`config.mk`:
```
export PLATFORM = sky130hd
export DESIGN_NAME = earliest_deadline_slot_timer
export DESIGN_NICKNAME = d
export VERILOG_FILES = /design/src/edst_pkg.sv /design/src/edst_ram.sv /design/src/earliest_deadline_slot_timer.sv
export SDC_FILE = /design/constraint.sdc
export NUM_CORES = 1
export LEC_CHECK = 0
export BUFFER_PORTS_ARGS = -buffer_cell sky130_fd_sc_hd__buf_2
export CORE_MARGIN = 4
export CORE_UTILIZATION = 30
export DETAILED_ROUTE_END_ITERATION = 12
export GPL_TIMING_DRIVEN = 0
export HOLD_SLACK_MARGIN = 0.03
export PLACE_DENSITY = 0.55
export SLEW_MARGIN = 40
export SYNTH_ARGS = -nofsm -noshare
export SYNTH_HDL_FRONTEND = slang
export SYNTH_HIERARCHICAL = 1
export SYNTH_SLANG_ARGS = --single-unit
```
`constraint.sdc`:
```
create_clock -name i_clk -period 7.41 [get_ports i_clk]
set_input_delay 0.741 -clock i_clk [delete_from_list [all_inputs] [get_ports i_clk]]
set_output_delay 0.741 -clock i_clk [all_outputs]
set_load 0.1 [all_outputs]
```
`src/edst_pkg.sv`:
```
// Shared types and constants for the earliest-deadline slot timer.
// Holds the command and result beat structs and the command codes.
// No dependencies.
package edst_pkg;

    localparam int TIME_W = 48;
    localparam int SLOT_W = 4;
    localparam int CMD_W  = 2;
    localparam int CFG_W  = 5;

    localparam logic [CMD_W-1:0] CMD_ARM    = 2'd0;
    localparam logic [CMD_W-1:0] CMD_DISARM = 2'd1;
    localparam logic [CMD_W-1:0] CMD_FIRE   = 2'd2;

    localparam logic [TIME_W-1:0] RELOAD_FLOOR_US = 48'd1;

    typedef struct packed {
        logic [CMD_W-1:0]  command;
        logic [SLOT_W-1:0] slot;
        logic [TIME_W-1:0] deadline;
        logic [TIME_W-1:0] now;
    } t_cmd_beat;

    typedef struct packed {
        logic              fired;
        logic [SLOT_W-1:0] fired_slot;
        logic [TIME_W-1:0] timer_delay;
        logic              bad_slot;
    } t_rsp_beat;

endpackage

```
`src/edst_ram.sv`:
```
// Generic single-write, single-read RAM with a registered read port.
// Used for the per-slot deadline store. No dependencies.
module edst_ram #(
    parameter int WIDTH = 48,
    parameter int DEPTH = 16,
    parameter int AW    = (DEPTH > 1) ? $clog2(DEPTH) : 1
) (
    input  logic             i_clk,
    input  logic             i_we,
    input  logic [AW-1:0]    i_waddr,
    input  logic [WIDTH-1:0] i_wdata,
    input  logic [AW-1:0]    i_raddr,
    output logic [WIDTH-1:0] o_rdata
);

    logic [WIDTH-1:0] r_mem [DEPTH];
    logic [WIDTH-1:0] r_rdata;

    always_ff @(posedge i_clk) begin
        if (i_we) begin
            r_mem[i_waddr] <= i_wdata;
        end
        r_rdata <= r_mem[i_raddr];
    end

    assign o_rdata = r_rdata;

endmodule

```
`src/earliest_deadline_slot_timer.sv`:
```
// Top level of the earliest-deadline slot timer.
// Depends on edst_pkg for beat types and command codes, and on edst_ram.
//
// Each command beat is taken when start is high and busy is low, and then
// passes through S_UPD, which applies an arm or disarm, S_SCAN, a serial
// scan through the single read port of the deadline RAM, and S_FIRE, which
// settles the fire and computes the reload delay. The result beat appears on
// o_rsp for exactly one cycle with o_done high, in the cycle busy falls;
// the receiver cannot stall it, so it must be taken when shown.
module earliest_deadline_slot_timer
    import edst_pkg::*;
#(
    parameter int NUM_SLOTS = 16
) (
    input  logic             i_clk,
    input  logic             i_rst_n,
    input  logic             start,
    output logic             busy,
    input  t_cmd_beat        i_cmd,
    input  logic             i_cfg_we,
    input  logic [CFG_W-1:0] i_cfg_data,
    output logic             o_done,
    output t_rsp_beat        o_rsp
);

    localparam int SW = (NUM_SLOTS > 1) ? $clog2(NUM_SLOTS) : 1;
    localparam int LW = ($clog2(NUM_SLOTS + 1) > CFG_W) ? $clog2(NUM_SLOTS + 1) : CFG_W;

    typedef enum logic [3:0] {
        S_IDLE = 4'b0001,
        S_UPD  = 4'b0010,
        S_SCAN = 4'b0100,
        S_FIRE = 4'b1000
    } t_state;

    t_state            r_state, n_state;
    t_cmd_beat         r_cmd;
    logic [CFG_W-1:0]  r_slots_in_use;
    logic [NUM_SLOTS-1:0] r_armed;
    logic [SW:0]       r_cnt;
    logic              r_cmp_vld;
    logic [SW-1:0]     r_cmp_idx;
    logic              r_have1, r_have2;
    logic [TIME_W-1:0] r_min1, r_min2;
    logic [SW-1:0]     r_idx1;
    logic              r_done;
    t_rsp_beat         r_rsp;

    logic [LW-1:0]     limit;
    logic [LW-1:0]     slot_ext;
    logic [LW-1:0]     idx1_ext;
    logic              slot_ok;
    logic              is_arm, is_disarm;
    logic              ram_we;
    logic [SW-1:0]     slot_addr;
    logic [SW-1:0]     rd_addr;
    logic [TIME_W-1:0] rd_data;
    logic              take_beat;
    logic              fire_now;
    logic              sel_have;
    logic [TIME_W-1:0] sel_time;
    logic [TIME_W:0]   diff;
    logic [TIME_W-1:0] delay;

    assign take_beat = start && (r_state == S_IDLE);
    assign busy      = (r_state != S_IDLE);

    assign limit = (LW'(r_slots_in_use) > LW'(NUM_SLOTS)) ? LW'(NUM_SLOTS)
                                                         : LW'(r_slots_in_use);
    assign slot_ext  = LW'(r_cmd.slot);
    assign slot_ok   = slot_ext < limit;
    assign slot_addr = slot_ext[SW-1:0];
    assign is_arm    = (r_cmd.command == CMD_ARM);
    assign is_disarm = (r_cmd.command == CMD_DISARM);
    assign ram_we    = (r_state == S_UPD) && is_arm && slot_ok;
    assign rd_addr   = r_cnt[SW-1:0];

    edst_ram #(
        .WIDTH (TIME_W),
        .DEPTH (NUM_SLOTS),
        .AW    (SW)
    ) u_deadline_ram (
        .i_clk   (i_clk),
        .i_we    (ram_we),
        .i_waddr (slot_addr),
        .i_wdata (r_cmd.deadline),
        .i_raddr (rd_addr),
        .o_rdata (rd_data)
    );

    assign fire_now = (r_cmd.command == CMD_FIRE) && r_have1 && (r_min1 < r_cmd.now);
    assign sel_have = fire_now ? r_have2 : r_have1;
    assign sel_time = fire_now ? r_min2 : r_min1;
    assign diff     = {1'b0, sel_time} - {1'b0, r_cmd.now};
    assign idx1_ext = LW'(r_idx1);

    always_comb begin
        if (!sel_have) begin
            delay = '0;
        end else if (diff[TIME_W] || (diff[TIME_W-1:0] == '0)) begin
            delay = RELOAD_FLOOR_US;
        end else begin
            delay = diff[TIME_W-1:0];
        end
    end

    always_comb begin
        n_state = r_state;
        case (r_state)
            S_IDLE: begin
                if (start) begin
                    n_state = S_UPD;
                end
            end
            S_UPD: n_state = S_SCAN;
            S_SCAN: begin
                if (r_cnt == (SW+1)'(NUM_SLOTS)) begin
                    n_state = S_FIRE;
                end
            end
            S_FIRE: n_state = S_IDLE;
            default: n_state = S_IDLE;
        endcase
    end

    always_ff @(posedge i_clk) begin
        if (!i_rst_n) begin
            r_state        <= S_IDLE;
            r_slots_in_use <= '0;
            r_armed        <= '0;
            r_cmp_vld      <= 1'b0;
            r_done         <= 1'b0;
        end else begin
            r_state <= n_state;
            r_done  <= (r_state == S_FIRE);
            if (i_cfg_we) begin
                r_slots_in_use <= i_cfg_data;
            end
            if ((r_state == S_UPD) && slot_ok && (is_arm || is_disarm)) begin
                r_armed[slot_addr] <= is_arm;
            end
            if ((r_state == S_FIRE) && fire_now) begin
                r_armed[r_idx1] <= 1'b0;
            end
            r_cmp_vld <= (r_state == S_SCAN) && (r_cnt < (SW+1)'(NUM_SLOTS));
        end
    end

    always_ff @(posedge i_clk) begin
        if (take_beat) begin
            r_cmd <= i_cmd;
        end
        r_cmp_idx <= rd_addr;
        if (r_state == S_UPD) begin
            r_cnt   <= '0;
            r_have1 <= 1'b0;
            r_have2 <= 1'b0;
        end else begin
            if (r_state == S_SCAN) begin
                r_cnt <= r_cnt + 1'b1;
            end
            if (r_cmp_vld && r_armed[r_cmp_idx]) begin
                if (!r_have1 || (rd_data < r_min1)) begin
                    r_min2  <= r_min1;
                    r_have2 <= r_have1;
                    r_min1  <= rd_data;
                    r_idx1  <= r_cmp_idx;
                    r_have1 <= 1'b1;
                end else if (!r_have2 || (rd_data < r_min2)) begin
                    r_min2  <= rd_data;
                    r_have2 <= 1'b1;
                end
            end
        end
        if (r_state == S_FIRE) begin
            r_rsp.fired       <= fire_now;
            r_rsp.fired_slot  <= fire_now ? idx1_ext[SLOT_W-1:0] : '0;
            r_rsp.timer_delay <= delay;
            r_rsp.bad_slot    <= (is_arm || is_disarm) && !slot_ok;
        end
    end

    assign o_done = r_done;
    assign o_rsp  = r_rsp;

endmodule
```
Word level (Yosys, flattened, before mapping)
Memories as Yosys holds them, arrays and structs flattened. A register that Yosys moved wholly into a read port is not among the register bits.
Index checks and enable logic that the tools add are counted.
Widths: inputs -> output; s select.
{"block": "classes", "n_addsub": 2, "bitwise_logic": 4, "magnitude_cmp": 11, "eq_ne": 10, "n_mux": 23, "reduce_logical": 29}
{"operator": "$lt 48x48->1", "count": 3}
{"operator": "$mux 48", "count": 3}
{"operator": "$sub 48x48->49", "count": 1}
{"operator": "$logic_not 48->1", "count": 1}
{"operator": "$mux 16", "count": 3}
{"operator": "$and 16x16->16", "count": 1}
{"operator": "$bwmux 16", "count": 1}
{"operator": "$not 16->16", "count": 1}
{"operator": "$lt 4x5->1 const B", "count": 3}
{"operator": "$logic_and 1x1->1", "count": 13}
{"operator": "$pmux 4 s3", "count": 1}
{"operator": "$mux 1", "count": 9}
{"operator": "$demux 1 s4", "count": 2}
{"operator": "$ge 4x1->1 const B", "count": 2}
{"operator": "$mux 4", "count": 2}
{"operator": "$reduce_and 2->1", "count": 3}
{"operator": "$reduce_and 3->1", "count": 2}
{"operator": "$add 5x1->5 const B", "count": 1}
{"operator": "$eq 5x5->1 const B", "count": 1}
{"operator": "$gt 5x5->1 const B", "count": 1}
{"operator": "$lt 4x5->1", "count": 1}
{"operator": "$lt 5x5->1 const B", "count": 1}
{"operator": "$mux 5", "count": 1}
{"operator": "$bmux 1 s4", "count": 1}
{"operator": "other kinds (14)", "count": 21}
{"block": "totals", "n_memories": 1, "elab_cells": 101, "output_inout_bits": 56, "inputBits": 111, "ff_bits": 294, "ram_bits": 768}
{"memory": "u_deadline_ram.r_mem", "depth": 16, "width": 48, "rd": 1, "rd_clocked_by_memory_dff": 1, "write_ports": 1, "line": "edst_ram.sv:16", "text": "logic [WIDTH-1:0] r_mem [DEPTH];"}

Depth between registers and ports, before layout
{"block": "logic_depth", "ltp_word": 9, "depth_mapped": 30}

By module
The synthesis kept the hierarchy.
{"mod": "edst_ram", "cells_each": 1242, "n_inst": 1, "area_per_inst_um2": 29691.0}
{"mod": "earliest_deadline_slot_timer", "cells_each": 1675, "n_inst": 1, "area_per_inst_um2": 17792.1}

Worst setup path before layout
OpenSTA, ideal clock, no wires.
{"block": "synth_path", "path_kind": "reg-to-reg", "startpoint": "register r_min1[17]", "endpoint": "register r_rsp, in the netlist o_rsp[1] (data pin)", "n_path_buf": 2, "required_time_ps": 7258, "setup_slack_ps": 1343, "t_arrival_ps": 5915, "stages_incl_launch_ff": 28, "cell_sequence": "edfxtp_1 -> ha_1 -> a21o_1 -> a21o_1 -> a211oi_1 -> o21bai_1 -> a31oi_1 -> o21ai_1 -> a2111oi_0 -> o211ai_1 -> a221o_1 -> clkbuf_1 -> buf_2 -> mux2i_1 -> ha_1 -> inv_1 -> fa_1 -> a211oi_2 -> o21ai_1 -> nand3_1 -> a21boi_1 -> o31a_1 -> o21ai_2 -> mux2i_1 -> a2111oi_2 -> nand4_1 -> or4b_1 -> a31oi_1"}
{"block": "synth_between", "elab_chain_len": 7, "word_cells_on_any_way": 8}
{"element": "from (decl)", "line": "earliest_deadline_slot_timer.sv:44", "text": "logic [TIME_W-1:0] r_min1, r_min2;"}
{"element": "from (signal assigned)", "line": "earliest_deadline_slot_timer.sv:166", "text": "r_min1 <= rd_data;"}
{"element": "$lt 48x48->1", "line": "earliest_deadline_slot_timer.sv:91", "text": "assign fire_now = (r_cmd.command == CMD_FIRE) && r_have1 && (r_min1 < r_cmd.now);"}
{"element": "$logic_and 1x1->1", "line": "earliest_deadline_slot_timer.sv:91"}
{"element": "$mux 48", "line": "earliest_deadline_slot_timer.sv:93", "text": "assign sel_time = fire_now ? r_min2 : r_min1;"}
{"element": "$sub 48x48->49", "line": "earliest_deadline_slot_timer.sv:94", "text": "assign diff = {1'b0, sel_time} - {1'b0, r_cmd.now};"}
{"element": "$logic_not 48->1", "line": "earliest_deadline_slot_timer.sv:100", "text": "end else if (diff[TIME_W] || (diff[TIME_W-1:0] == '0)) begin"}
{"element": "$logic_or 1x1->1", "line": "earliest_deadline_slot_timer.sv:100"}
{"element": "$mux 1", "line": "earliest_deadline_slot_timer.sv:100"}
{"element": "to (decl)", "line": "earliest_deadline_slot_timer.sv:47", "text": "t_rsp_beat r_rsp;"}
Parallel ways exist; a longest one is shown, timed or not.
A chain may end at the register's enable or synchronous reset.

Final worst setup path
Same ends and word-level chain as after synthesis.

==> flow_summary.yaml <==
floorplanning:
  die_area_mm2: 0.1647
  coreArea_mm2: 0.1568
  start_util: 0.3029
  die_w_um: 405.8
  num_rows: 145
  die_h_um: 405.8
  io_pins: 167
timing:
  period_minus_slack_ns: 7.202
  hold_viol: 0
  tightest_slew_ns: 0.8731
  setup-violations-final: 0
  finalCritPeriodShare: 0.9719
  worst_slack_ns: 0.2081
  finClkSkew_ns: 0.06675
  slew_violations: 0
  tns_ns: 0
  timing.fmax_mhz: 138.9
  slew_headroom: 0.4180
power:
  p_seq_frac: 0.497
  power_switching_mw: 3.640
  cellInternalPower_mw: 10.91
  powerDensity_mw_per_mm2: 259.0
  clockPowerShare: 0.387
  leakagePower_nw: 19.79
  vdd_drop_max_mv: 0.1936
  pwr-share-comb: 0.116
  p_sw_frac: 0.2501
synth:
  yosysUniqueCellTypes: 82
  syn_inst: 2917
  yosysSeqAreaShare: 0.6838
  ys_ff_latch: 1110
  ys_warn_count: 6
  synthTopCellsByArea: "edfxtp_1 (65%), mux4_2 (9.3%), ha_1 (5.1%)"
  synthArstFlopShare: 0
  yosys.area.top_type: "edfxtp_1"
  synth_top_area_frac: 0.6476
  syn_area_mm2: 0.04748
  synthesis.nets: 3223
  synth_edf_count: 1024
  synth_area_per_cell_um2: 16.28
  synth_ff_type: "edfxtp_1"
route:
  wl_per_cell_um: 22.51
  ant_nets: 0
  vias: 26620
  first_iter_violations: 2371
  drc: 0
  firstDrtPassIters: 5
  wirelength_um: 122700
  via_per_inst: 4.884
layout:
  drive_above_1_share: 0.2320
  final_area_mm2: 0.05620
  nNetsFinal: 3596
  multi_input_area_mm2: 0.01409
  fillers: 14850
  seqCellArea_mm2: 0.03247
  areaGrowthSynthToFinish_pct: 18.35
  finalNonFillerCells: 5449
global_routing:
  grt-ovfl-total: 0
  grt_pass1_wl_um: 180100
  grt_util_all_layers: 0.1474
  grt_pass1_vias: 26920
  grt_max_degree: 46
  antenna_found_initial: 6
worst_setup_path:
  cp.arrival_ns: 7.73
  critical_path_class: "register to register"
  cp_data_required_time_ns: 7.94
  crit_path_start: "r_min1[17]"
  critPathLaunchType: "register"
  worstReg2RegStart: "r_min1[17]"
  slowest_stage: "or4b_4"
  cpPeakStageDelay_ns: 0.59
  end_kind: "register"
  cp_max_fo: 10
clock_tree:
  htreeDepth: 3
  hold_buffers: 0
  clock_path_buffers: 3
  clkLatencyLatePin_ns: 0.76
  clock-sinks: 1110
  cts_tree: "yes"
  cts_root_buf: "clkbuf_16"
  clk_pin_slew_ns: 0.06
  cts_buffers: 114
min_path:
  min_from: "i_cmd[81]"
  hold_class: "primary input to register"
place:
  placed_area_mm2: 0.05234
  portBuffers: 165
  dp.cells: 5228
  dp_hpwl_um: 89600
  place_ws_ns: -0.3841
  routabilityCongestion: 0.9034
outcome:
  status: "finished clean"
job:
  maxCapViolCount: 0
final timing paths:
kind	cells after the start	to	slack, ns
worst max-delay path	28	o_rsp[1]	0.21
worst min-delay path	1	r_cmd[81]	0.15
worst max register to register	28	o_rsp[1]	0.21
worst min register to register	0	r_idx1[3]	0.46
per-stage QoR:
| stage | utilization | total power, mW | hold slack, ns |
|---|---|---|---|
| after floorplan | - | 8.415 | 0.3957 |
| after global placement | 0.3246 | 9.045 | 0.4510 |
| after detailed placement | 0.3339 | 9.064 | 0.4537 |
| after CTS | 0.3579 | 14.73 | 0.09333 |
| after global routing | 0.3585 | 15.16 | 0.1033 |
| final | 0.3585 | 14.55 | 0.1538 |
registers in the layout, indices dropped and copies added (netlist names), 5 cells and up:
register / cells
u_deadline_ram/o_rdata: 48
r_slots_in_use: 5
r_cmd: 98
r_min1: 48
u_deadline_ram/r_mem: 768
o_rsp: 54
r_min2: 48
r_armed: 16
r_cnt: 5
cell usage after synthesis, types with 8 or more instances:
master / number
a22oi_1: 96
buf_4: 20
o21ai_0: 123
nand2b_1: 23
and3b_1: 10
dfxtp_1: 86
nor2b_1: 29
a21oi_1: 107
or3_1: 13
and2_1: 8
mux2i_1: 11
inv_1: 162
buf_1: 21
nor3_1: 39
mux4_2: 197
xnor2_1: 15
buf_2: 15
xor2_1: 14
nor2_1: 116
nand3_1: 19
ha_1: 194
a21o_1: 57
o21a_1: 10
mux2_2: 46
o21ai_1: 8
clkbuf_1: 54
o211ai_1: 20
a211oi_1: 10
nand4_1: 43
edfxtp_1: 1024
nand2_1: 184
cells in the final DEF (no fill, tap or decap), types with 10 or more instances in the layout:
cell	instances
a211oi_1	10
a21o_1	57
a21oi_1	105
a22oi_1	96
and3b_1	10
buf_1	15
buf_16	25
buf_2	200
buf_4	48
buf_8	17
clkbuf_1	67
clkbuf_16	114
clkinv_1	24
clkinv_2	24
dfxtp_1	86
edfxtp_1	1024
ha_1	193
inv_1	161
mux2_2	46
mux2i_1	11
mux4_2	197
nand2_1	184
nand2b_1	23
nand3_1	18
nand4_1	43
nor2_1	104
nor2_4	12
nor2b_1	29
nor3_1	34
o211ai_1	20
o21ai_0	117
o21ai_1	13
or3_1	13
xnor2_1	14
xor2_1	13
power groups by stage:
stage | clock network (mW) | registers [mW] | logic, mW
after floorplan | 0 | 7.27 | 1.15
after global placement | 0 | 7.38 | 1.67
after detailed placement | 0 | 7.37 | 1.69
after CTS | 5.79 | 7.24 | 1.70
after global routing | 6.05 | 7.27 | 1.84
final | 5.63 | 7.24 | 1.69
worst max-delay path, delay by kind of cell (launching register included):
kind,cells,cell delay [ns]
compound gates,16,3.38
xor+xnor,1,0.20
fa+ha+maj,3,0.96
buf+inv,4,0.66
flops,1,0.49
mux,1,0.21
simple gates,3,1.07
final cells by class:
type / instances / share of cell area
antenna: 3 / 0.0001336
inverter: 162 / 0.01087
tap: 2058 / 0.04582
timing repair buffer: 257 / 0.03874
clock buffer: 138 / 0.05290
buffer: 112 / 0.009819
multi-input combinational: 1533 / 0.2508
clock inverter: 76 / 0.01311
sequential: 1110 / 0.5778
logic make-up after synthesis:
family,Yosys count,synth area share
AOI/OAI and AO/OA,525,0.07354
xor gates and xnor gates,29,0.005349
buffers and inverters,274,0.02395
and+or+nand+nor,523,0.05344
muxes,261,0.1083
DFF,1110,0.6838
adders and majority gates,195,0.05154
per-layer routing:
layer / track usage / vias to the layer above / routed length [um]
met5: 0 / - / 0
met4: 0.03143 / 0 / 2363
met3: 0.03048 / 143 / 6975
met2: 0.2404 / 658 / 58110
met1: 0.2039 / 13530 / 55220
li1: - / 12280 / -
timing repair:
item,4_1_cts,5_1_grt
pin swaps,2,3
endpoints found under the setup margin,48,41
hold endpoints to repair,0,0
gates cloned,0,0
setup buffers,1,3
resized for setup,13,20
Note: power is estimated with default switching activity, not from simulation.
